$ cat config.mk
export PLATFORM = sky130hd
export DESIGN_NAME = spp_ram
export DESIGN_NICKNAME = d
export VERILOG_FILES = /design/src/hw/rtl/spp_ram.sv
export SDC_FILE = /design/constraint.sdc
export NUM_CORES = 2
export LEC_CHECK = 0
export BUFFER_PORTS_ARGS = -buffer_cell sky130_fd_sc_hd__buf_2
export CELL_PAD_IN_SITES_DETAIL_PLACEMENT = 1
export CELL_PAD_IN_SITES_GLOBAL_PLACEMENT = 2
export CORE_MARGIN = 5
export CORE_UTILIZATION = 34
export CTS_CLUSTER_SIZE = 28
export DETAILED_ROUTE_END_ITERATION = 12
export PLACE_DENSITY = 0.7
export SETUP_SLACK_MARGIN = 0.2
export SKIP_LAST_GASP = 1
export SLEW_MARGIN = 10
export SYNTH_ARGS = -nofsm -noshare
export SYNTH_HDL_FRONTEND = slang
export SYNTH_SLANG_ARGS = --single-unit
export TNS_END_PERCENT = 1
$ cat constraint.sdc
create_clock -name clock -period 5.9 [get_ports clock]
set_clock_uncertainty 0.05 [all_clocks]
set_input_delay 0.885 -clock clock [delete_from_list [all_inputs] [get_ports clock]]
set_output_delay 0.885 -clock clock [all_outputs]
set_load 0.02 [all_outputs]
$ cat src/hw/rtl/spp_ram.sv
module spp_ram #(
   parameter int WIDTH = 1,
   parameter int DEPTH = 2048
) (
   input  logic                     clock,
   input  logic                     we,
   input  logic [$clog2(DEPTH)-1:0] addr,
   input  logic [WIDTH-1:0]         wdata,
   output logic [WIDTH-1:0]         rdata
);

   logic [WIDTH-1:0] mem_ff [DEPTH];
   logic [WIDTH-1:0] rdata_ff;

   always_ff @(posedge clock) begin
      if (we) begin
         mem_ff[addr] <= wdata;
      end
      rdata_ff <= mem_ff[addr];
   end

   assign rdata = rdata_ff;

endmodule

* Word-level counts from Yosys, hierarchy flattened *
Memories as Yosys holds them, arrays and structs flattened. A register that Yosys moved wholly into a read port is not among the register bits.
Index checks and enable logic that the tools add are counted.
Widths: inputs -> output; s select.

word-level totals
  register bits = 0
  latch bits = 0
  RAM bits = 2,048
  bits in read-only memories = 0
  input bits = 14
  output and inout port bits = 1
  word-level logic and storage cells = 3
  memories = 1

operators by class
  $add $sub $neg = 0
  multiply operators = 0
  divide/modulo/power cells = 0
  magnitude comparators = 0
  eq/ne operators = 0
  shifts and indexed selects = 0
  multiplexer cells = 2
  bitwise logic cells = 0
  reductions and logical operators = 0

memory list
  memory  depth  width  rd ports  clocked after Yosys merged registers in  wr ports  RTL line  text
  mem_ff  2,048  1      1         1                                        1         12        logic [WIDTH-1:0] mem_ff [DEPTH];

operator list
  cell    count
  $mux 1  2

* Depth between registers and ports, before layout *
  word-level depth = 2
  depth in mapped cells = 12
  gate-level depth less buffers = 8

* Least setup slack after synthesis *
No wires, ideal clock.

  path kind = input port to flip-flop
  start point = in addr[0]
  end point = mem mem_ff[1126] (enable)
  setup time = 300 ps
  arrival time = 2,471 ps
  data required time = 5,550 ps
  setup slack = 3,080 ps
  cell stages on the path = 9
  buffers on the path = 5
  cell sequence = buf_4 > buf_2 > buf_6 > nor2b_1 > and2_1 > clkbuf_1 > nand2_1 > clkbuf_1 > nor2_1

RTL lines
  element      RTL line  text
  from (decl)  7         input logic [$clog2(DEPTH)-1:0] addr,
  to (decl)    12

No word-level cell before the write port.

==> flow_metrics.tcl <==
set metrics [dict create \
    timing.fmax_ghz 0.240 \
    irDropWorstVdd_mv 0.342 \
    criticalPathCategory "in -> reg" \
    post-route-util_pct 38.5 \
    viasPerCell 5.58 \
    wl_per_cell_um 29.8 \
    final-max-slew-violation-count 0 \
    fp-row-count 186 \
    final_layout_size_suffix_gt1_share_pct 8.69 \
    grt_start_max_net_pins 289 \
    rsz0062_at_grt "false" \
    finalWirelength_um 300000 \
    ctsHoldBuffers 0 \
    antenna_found_initial 7 \
    firstDrtPassIters 6 \
    yosysSeqAreaShare_pct 70.0 \
    synth.net_count 6707 \
    start_util_pct 34.2 \
    cts.sinks 2049 \
    grt_pass1_wl_um 421000 \
    maxCapViolations 0 \
    clock_latency_ns 0.88 \
    final_nets 6524 \
    final_cell_mix "edfxtp_1, nor2_1, mux2i_1" \
    setup_viol 0 \
    drt_iter0_drc 6174 \
    placed_area_um2 92200 \
    syn_inst 6693 \
    clk_pin_slew_ns 0.06 \
    met2WireLength_um 146000 \
    die_x_um 518 \
    avgSynthCellArea_um2 13.1 \
    die_area_um2 269000 \
    cts_buffers 215 \
    cts_resized 0 \
    postRouteAntennaNets 0 \
    dp_hpwl_um 157000 \
    hold_viol 0 \
    layout_commonest_cell "edfxtp_1" \
    max_slew_margin_pct 3.72 \
    gr-total-overflow 0 \
    period_minus_slack_ns 4.17 \
    clockBufferDepth 3 \
    synth_area_um2 87800 \
    cts_setup_buffers 0 \
    portBuffers 14 \
    root_buffer "clkbuf_16" \
    grtUsageTotal_pct 21.6 \
    fin_area_um2 98800 \
    yosysWarnings 0 \
    core-area_um2 257000 \
    synthFlopType "edfxtp_1" \
    endpoint_kind "flop" \
    ys_async_sr_fraction_pct 0 \
    worstPathRequired_ns 6.57 \
    worstPathMaxFanout 28 \
    synth_edf_count 2048 \
    htreeDepth 4 \
    p_per_area_nw_per_um2 309 \
    io-pin-count 15 \
    area_growth_pct 12.5 \
    gp_congestion 0.771 \
    power_mw 30.6 \
    top_layer_used "met5" \
    dr_wl_met3_um 18600 \
    setup_tns_ns 0 \
    min_period_over_period_pct 70.7 \
    leakagePower_nw 31.9 \
    synth-seq-cells 2049 \
    hold_path_class "in -> reg" \
    drcViolationCount 0 \
    vias 56100 \
    wl_met1_um 128000 \
    status "finished, final reports clean" \
    tightest_slew_ns 1.44 \
    grt_pass1_vias 56500 \
    cp.arrival_ns 4.84 \
    synthDistinctLibCells 28 \
    cts_tree "done" \
    die_y_um 518 \
    start_kind "input port" \
]
## routing by layer
| layer | track usage [%] | vias up |
|---|---|---|
| li1 | - | 23900 |
| met1 | 29.4 | 30000 |
| met2 | 36.3 | 1852 |
| met3 | 2.68 | 387 |
| met4 | 5.90 | 2 |
| met5 | 0 | - |
## Yosys cell counts (3+ instances only)
cell type	count	area [um^2]
edfxtp_1	2048	61500
nor2_1	2044	7670
mux2i_1	1024	10200
o22ai_1	512	3200
clkbuf_1	372	1400
buf_2	228	1140
nand2_1	184	691
nor4_1	128	801
a22oi_1	36	270
buf_4	34	255
nand4_1	13	81.3
nor3_1	11	55.1
buf_6	9	101
and3b_1	6	52.6
nand4bb_1	6	67.6
nor3b_1	6	45.0
and2_1	4	25.0
and3_1	4	25.0
nand3_1	4	20.0
nand4b_1	4	35.0
or4b_1	4	40.0
nor3b_2	3	37.5
## layout make-up
class,count,area (um^2)
Clock inverter,99,790
Clock buffer,286,5830
Sequential cell,2049,61500
Fill cell,26700,158000
Tap cell,3384,4230
Multi-Input combinational cell,3999,23800
Antenna cell,4,10.0
Timing Repair Buffer,245,2610
## where the power goes
group	internal [mW]	leakage [nW]	switching, mW
combinational	0.418	10.3	1.06
sequential	16.0	18.4	0.00496
clock	7.37	3.23	5.71
total	23.8	31.9	6.77
## worst paths after layout
kind	cells past startpoint	slack, ns	to	start
hold / removal	1	0.48	mem_ff[1284]	wdata
hold reg to reg	8	1.00	rdata	mem_ff[674]
setup / recovery	12	1.73	rdata	addr[1]
setup reg to reg	9	2.65	rdata	mem_ff[1525]
## state kept, by name, indices dropped and copies added (netlist names)
register / flops
mem_ff: 2048
rdata: 1
## critical path: stages
cell and delay (ns):
buf_2 0.50, or4b_4 0.55, buf_12 0.26, buf_4 0.36, o22ai_1 0.19, nor4_1 0.52
buf_4 0.23, nand2_1 0.09, a22oi_1 0.54, nand4_1 0.20, a22oi_1 0.29, nand4_1 0.13
## metrics by stage
step / std cells / setup slack [ns] / hold WS, ns
after floorplan: 6693 / 3.08 / 0.773
after global placement: 9676 / 1.03 / 0.965
after detailed placement: 9676 / 1.01 / 0.963
after CTS: 10100 / 1.92 / 0.490
after global routing: 10100 / 1.65 / 0.503
final: 10100 / 1.73 / 0.480
## cell families after synthesis
family	Yosys count	share of synthesized area, %
simple gates	2427	11.0
buf+inv	645	3.30
compound gates	548	3.95
mux	1024	11.7
flops	2049	70.0
Note: power is estimated with default switching activity, not from simulation.
