File: src/hw/rtl/spp_pkg.sv
package spp_pkg;

   localparam int MAX_RHYTHMS_DEF = 8;
   localparam int MAX_STEPS_DEF   = 256;

   localparam logic [1:0] MODE_TICK   = 2'd0;
   localparam logic [1:0] MODE_WRITE  = 2'd1;
   localparam logic [1:0] MODE_COMMIT = 2'd2;

   localparam logic [1:0] REG_MASTER_LOOP = 2'd0;
   localparam logic [1:0] REG_ACTIVE      = 2'd1;

   localparam int DIV_NUM_W = 31;
   localparam int DIV_DEN_W = 16;

   typedef struct packed {
      logic [1:0]         mode;
      logic signed [31:0] global_step;
      logic [2:0]         rhythm;
      logic [7:0]         step;
      logic               hit;
      logic               accent;
      logic [8:0]         length;
      logic [8:0]         accent_length;
      logic               restart;
   } req_type;

   typedef struct packed {
      logic [7:0]  fired_mask;
      logic [7:0]  accent_mask;
      logic [7:0]  tied_mask;
      logic [7:0]  rhythm_wrap_mask;
      logic        master_wrapped;
      logic [15:0] master_step;
   } rsp_type;

   typedef struct packed {
      logic                 start;
      logic [DIV_NUM_W-1:0] dividend;
      logic [DIV_DEN_W-1:0] divisor;
   } div_req_type;

endpackage

File: src/hw/rtl/spp_mod_unit.sv
module spp_mod_unit (
   input  logic                           clock,
   input  logic                           reset,
   input  spp_pkg::div_req_type           req,
   output logic                           done,
   output logic [spp_pkg::DIV_DEN_W-1:0]  rem
);

   localparam int NW = spp_pkg::DIV_NUM_W;
   localparam int DW = spp_pkg::DIV_DEN_W;
   localparam int CW = $clog2(NW);

   logic          busy_ff, busy_in;
   logic          done_ff, done_in;
   logic [CW-1:0] cnt_ff, cnt_in;
   logic [NW-1:0] num_ff, num_in;
   logic [DW-1:0] rem_ff, rem_in;
   logic [DW-1:0] den_ff, den_in;
   logic [DW:0]   trial;

   assign trial = {rem_ff, num_ff[NW-1]};

   always_comb begin
      busy_in = busy_ff;
      done_in = 1'b0;
      cnt_in  = cnt_ff;
      num_in  = num_ff;
      rem_in  = rem_ff;
      den_in  = den_ff;
      if (req.start) begin
         busy_in = 1'b1;
         cnt_in  = CW'(NW - 1);
         num_in  = req.dividend;
         rem_in  = '0;
         den_in  = req.divisor;
      end else if (busy_ff) begin
         num_in = num_ff << 1;
         if (trial >= {1'b0, den_ff}) begin
            rem_in = DW'(trial - {1'b0, den_ff});
         end else begin
            rem_in = trial[DW-1:0];
         end
         cnt_in = cnt_ff - CW'(1);
         if (cnt_ff == '0) begin
            busy_in = 1'b0;
            done_in = 1'b1;
         end
      end
   end

   always_ff @(posedge clock) begin
      if (reset) begin
         busy_ff <= 1'b0;
         done_ff <= 1'b0;
      end else begin
         busy_ff <= busy_in;
         done_ff <= done_in;
      end
      cnt_ff <= cnt_in;
      num_ff <= num_in;
      rem_ff <= rem_in;
      den_ff <= den_in;
   end

   assign done = done_ff;
   assign rem  = rem_ff;

endmodule

File: config.mk
export PLATFORM = sky130hd
export DESIGN_NAME = spp_mod_unit
export DESIGN_NICKNAME = d
export VERILOG_FILES = /design/src/hw/rtl/spp_pkg.sv /design/src/hw/rtl/spp_mod_unit.sv
export SDC_FILE = /design/constraint.sdc
export NUM_CORES = 1
export LEC_CHECK = 0
export BUFFER_PORTS_ARGS = -buffer_cell sky130_fd_sc_hd__buf_4
export CORE_ASPECT_RATIO = 0.75
export CORE_MARGIN = 2
export CORE_UTILIZATION = 55
export DETAILED_ROUTE_END_ITERATION = 7
export PLACE_DENSITY = 0.79
export SLEW_MARGIN = 20
export SYNTH_ARGS = -nofsm -noshare
export SYNTH_HDL_FRONTEND = slang
export SYNTH_SLANG_ARGS = --single-unit
File: constraint.sdc
create_clock -name clock -period 5.3 [get_ports clock]
set_clock_uncertainty 0.1 [all_clocks]
set_input_delay 0.53 -clock clock [delete_from_list [all_inputs] [get_ports clock]]
set_output_delay 0.53 -clock clock [all_outputs]
set_load 0.05 [all_outputs]
* After elaboration in Yosys (flattened, before gate mapping)
Index checks and enable logic that the tools add are counted.
Storage, ports and cells: register bits after elaboration 70, input bits 50, output and inout port bits 17, word-level logic and storage cells 20
Cells by class: add/sub/neg operators 2, magnitude comparators 1, multiplexer cells 7, bitwise logic cells 1, reduce and logical (&&, ||, !) cells 3
Operators with widths (number):
- 2-to-1 mux 31 bit | 2
- greater-or-equal comparator 17 x 16 -> 1 bit | 1
- 2-to-1 mux 16 bit | 1
- subtractor 16 bit | 1
- zero test 5 bit | 1
- subtractor 5 x 1 -> 5 bit, second input constant | 1
- 2-to-1 mux 1 bit | 4
- OR reduction 3 bit | 1
- nonzero test 2 bit | 1
- NOT 1 bit | 1

* Longest topological paths before layout
depth in word-level cells 4, depth in mapped cells 10, mapped depth without buffers 10

* Worst setup path before layout
Ideal clock, no wire load.
path kind reg-to-reg, start point register rem_ff[7] (netlist: rem[7]), end point register rem_ff[15] (netlist: rem[15]), setup time 0.117 ns, data arrival time 2.400 ns, data required time 5.083 ns, path slack 2.683 ns, stages on the path, launching flop included 10, path buffers 2, clock period less this slack 2.617 ns, path through dfxtp_1 ha_1 buf_6 a21oi_2 nand2_1 o311ai_4 o311ai_4 buf_6 o21a_1 a22o_1
On the way: cells in the longest elaborated chain, start to end 2, elaborated cells on any way between the ends 3, those cells by class add/sub: 1; order compare: 1; mux: 1
Ends and longest elaborated chain:
- start, declared | RTL line spp_mod_unit.sv:17 | logic [DW-1:0] rem_ff, rem_in;
- start signal, assigned | RTL line spp_mod_unit.sv:61 | rem_ff <= rem_in;
- subtractor 16 bit or greater-or-equal comparator 17 x 16 -> 1 bit (tied branches) | RTL line spp_mod_unit.sv:39, spp_mod_unit.sv:38
- 2-to-1 mux 16 bit * | RTL line spp_mod_unit.sv:38 | if (trial >= {1'b0, den_ff}) begin
Every way passes the cells marked *; elsewhere a longest branch is shown, timed or not. A chain may end at the register's enable or synchronous reset.

* Worst setup path after layout
start point register den_ff[11], end point register rem_ff[0] (netlist: rem[0])
On the way: cells in the longest elaborated chain, start to end 2
Ends and longest elaborated chain:
- start, declared | RTL line spp_mod_unit.sv:18 | logic [DW-1:0] den_ff, den_in;
- start signal, assigned | RTL line spp_mod_unit.sv:62 | den_ff <= den_in;
- greater-or-equal comparator 17 x 16 -> 1 bit | RTL line spp_mod_unit.sv:38
- 2-to-1 mux 16 bit | RTL line spp_mod_unit.sv:38
No other way between the ends.

==> results by group <==
Status
  – Outcome: finished, final reports clean

Clocking
  – CTS Hold Bufs: 0
  – Max clock buf depth: 2
  – H-Tree Depth: 3
  – Post-CTS setup buffer count: 0
  – Num CTS Buffers: 9
  – CTS resizes: 0
  – Worst-Skew Late Latency: between 300 and 400 ps
  – CTS tree: yes
  – Root buf cell: clkbuf_8
  – Reg clk slew, reported paths: 80 ps
  – Clock sinks: 70

STA
  – Slew Limit Fails: 0
  – Final setup fails: 0
  – Max frequency: 0.333 GHz
  – Unrepaired setup endpoints after global routing: false
  – Final period util: a little under three fifths
  – Tmin final: approximately 3000 ps
  – Normalized max-slew margin: about a quarter
  – Actual slew at the worst max-slew pin: approximately 1100 ps
  – Min Hold Slack: between 200 and 250 ps
  – Fin. Hold Viols: 0
  – Setup_tns: 0 ps

Worst setup path
  – CP max-delay cell: o311ai_4
  – CP Cell Sequence: inv_1 > ha_1 > nand4_2 > a21oi_2 > o311ai_4 > o311ai_4 > mux2_4 > a211oi_2
  – Crit Path Category: reg -> reg
  – Cell mode on critical path: o311ai_4
  – Crit start category: flop
  – CP peak stage delay: 910 ps
  – Critical path buffer and inverter count: 1
  – CP required: around 5500 ps
  – Arr. time, crit path: 3180 ps
  – Crit Path Max Fanout: 22
  – CP top delay family: compound AO/OA/AOI/OAI gates
  – CP Capture Type: flop

Cells and area
  – Area grow syn2layout: 18.2%
  – Layout Utilization: between 60% and 70%
  – Fill cells: between 500 and 600
  – Commonest non-fill, non-tap cell in the layout: buf_4
  – Layout cell share with drive strength beyond 1: about a third
  – Nets: about 450
  – Final Instance Count excl. Fillers: 467
  – Most frequent cells in the layout: buf_4, edfxtp_1, mux2_2, nand2_1, dfxtp_1
  – # diodes: 0

Synthesis
  – Cells after synthesis: 318
  – Share of the synthesized area in the top cell type: between 30% and 40%
  – Total of warnings raised by yosys: 0
  – Mapped Avg Cell Area: roughly 12 um2
  – Post-synthesis cell area: between 3000 and 4000 um2
  – Leading area contributor after synthesis: edfxtp_1
  – Post-synth EDFFs: between 40 and 50
  – Net count after synthesis: 386
  – Largest cells by area after synthesis: edfxtp_1, dfxtp_1, mux2_2, ha_1, mux2i_1
  – Post-synthesis register bit count: 70
  – Sequential-to-total area share from yosys stat: about 50%
  – Post-synth ARST share: 0%
  – Netlist cell types: 54
  – Synth Flop Type: edfxtp_1

Power
  – Switch Pwr: 358 uW
  – Power per Cell Area: a little under 300 nW/um2
  – Comb power frac: about a fifth
  – Worst vdd ir: about 0.16 mV
  – Int Power: ~920 uW
  – Sequential power share: 51.1%
  – Sw Share: approximately 28%
  – Clock share of power: 28.9%
  – Cell leakage power: 0.00179 uW
  – Pwr Total: about 1300 uW

Floorplan
  – Die W: a little under 100 um
  – Core ar.: 6440 um2
  – IO Pins: 67
  – Site row count: 25
  – Starting density of the core: between 50% and 60%
  – Full die area: approximately 7500 um2
  – Die Y: roughly 75 um

GRT
  – Gr ovfl total: 0
  – Largest net degree at the start of global routing: 45
  – First-pass GRT wire length: roughly 12 mm
  – Antenna violations before repair: 0
  – Vias in the first global route: ~2600
  – GRT Overall Usage: approximately 22%

Placed design
  – Final Wtd Congestion: roughly 0.89
  – Port Buffers: 66
  – Dpl cells: ~450
  – Half-perimeter wire length after placement: 5.28 mm

Route
  – Final ANT Viol Nets: 0
  – Via density: roughly 5.6
  – DRT iter0 DRCs: 140
  – Via Count: about 2600
  – DRT Wirelength: roughly 7.5 mm
  – DRT Pass-1 Iters: 4
  – # DRC: 0
  – Wire per inst: 16.0 um

Run
  – Max Cap Viol: 0

Min path
  – Worst Hold Class: in -> reg
[cells in the mapped netlist (all sizes together), types with 3 or more instances]
| library cell | n |
|---|---|
| xnor2 | 10 |
| clkbuf | 7 |
| buf | 9 |
| nand3 | 5 |
| o21a | 4 |
| edfxtp | 47 |
| nand2 | 24 |
| mux2i | 9 |
| ha | 17 |
| inv | 21 |
| mux2 | 32 |
| o2bb2a | 3 |
| a21o | 4 |
| o21ai | 14 |
| xor2 | 5 |
| a21oi | 15 |
| nand2b | 7 |
| nor2 | 16 |
| a211oi | 10 |
| dfxtp | 23 |
| nand4 | 5 |
[worst reg2reg max path, cell delays in order (launching register included)]
cell and delay, ps:
edfxtp_1 320, inv_1 40, ha_1 450, nand4_2 190, a21oi_2 220, o311ai_4 140, o311ai_4 910, mux2_4 360
a211oi_2 190
[metrics by stage]
step / area [um2] / worst slack [ps]
floorplan: 3740 / 2680
global placement: 4260 / 2390
detailed placement: 4260 / 2320
CTS: 4420 / 2280
global route: 4420 / 2110
finish: 4420 / 2300
[logic make-up (layout without fill, tap and decap cells)]
family | count (synthesis) | count (layout) | share of synthesized area [%]
compound gates | 68 | 68 | 14.5
xor+xnor | 15 | 15 | 3.51
fa+ha+maj | 18 | 18 | 6.22
buf+inv | 37 | 105 | 4.55
flops | 70 | 70 | 50.1
mux | 41 | 41 | 12.1
simple gates | 69 | 69 | 9.07
[per-layer routing]
| metal | share of wire (%) | up-vias | GRT usage [%] | wire length (um) |
|---|---|---|---|---|
| li1 | - | 1296 | - | - |
| met1 | 47 | 1220 | 28.0 | 3510 |
| met2 | 46 | 66 | 35.4 | 3400 |
| met3 | 5.9 | 15 | 7.06 | 437 |
| met4 | 1.5 | 0 | 7.91 | 111 |
| met5 | 0 | - | 0 | 0 |
[cell type report]
| class | count | area, um2 | area share [%] |
|---|---|---|---|
| multi-input cells | 211 | 1700 | 38.4 |
| inverters | 21 | 78.8 | 1.78 |
| repair buffers | 68 | 510 | 11.5 |
| well taps | 81 | 101 | 2.29 |
| flip-flops and latches | 70 | 1870 | 42.3 |
| clock buffers | 12 | 135 | 3.06 |
| clock inverters | 4 | 25.0 | 0.566 |
[registers in the layout, summed over array words and instances, names as in the netlist]
| signal | cells |
|---|---|
| den_ff | 16 |
| cnt_ff | 5 |
| busy_ff | 1 |
| rem | 16 |
| done | 1 |
| num_ff | 31 |
[power by group through the flow]
stage                     registers (uW)  logic [uW]  clock network, uW
after floorplan                      680         166                  0
after detailed placement             664         253                  0
after global routing                 657         279                398
after CTS                            652         255                377
final                                652         255                368
after global placement               662         248                  0
[worst paths after layout]
kind,from,endpoint,slack (ps),cells after the start
hold reg to reg,rem[4],rem[4],400,2
setup reg to reg,den_ff[11],rem[0],2300,8
hold / removal,reset,done,240,2
setup / recovery,den_ff[11],rem[0],2300,8
No activity file was read; power rests on OpenSTA's default activity.
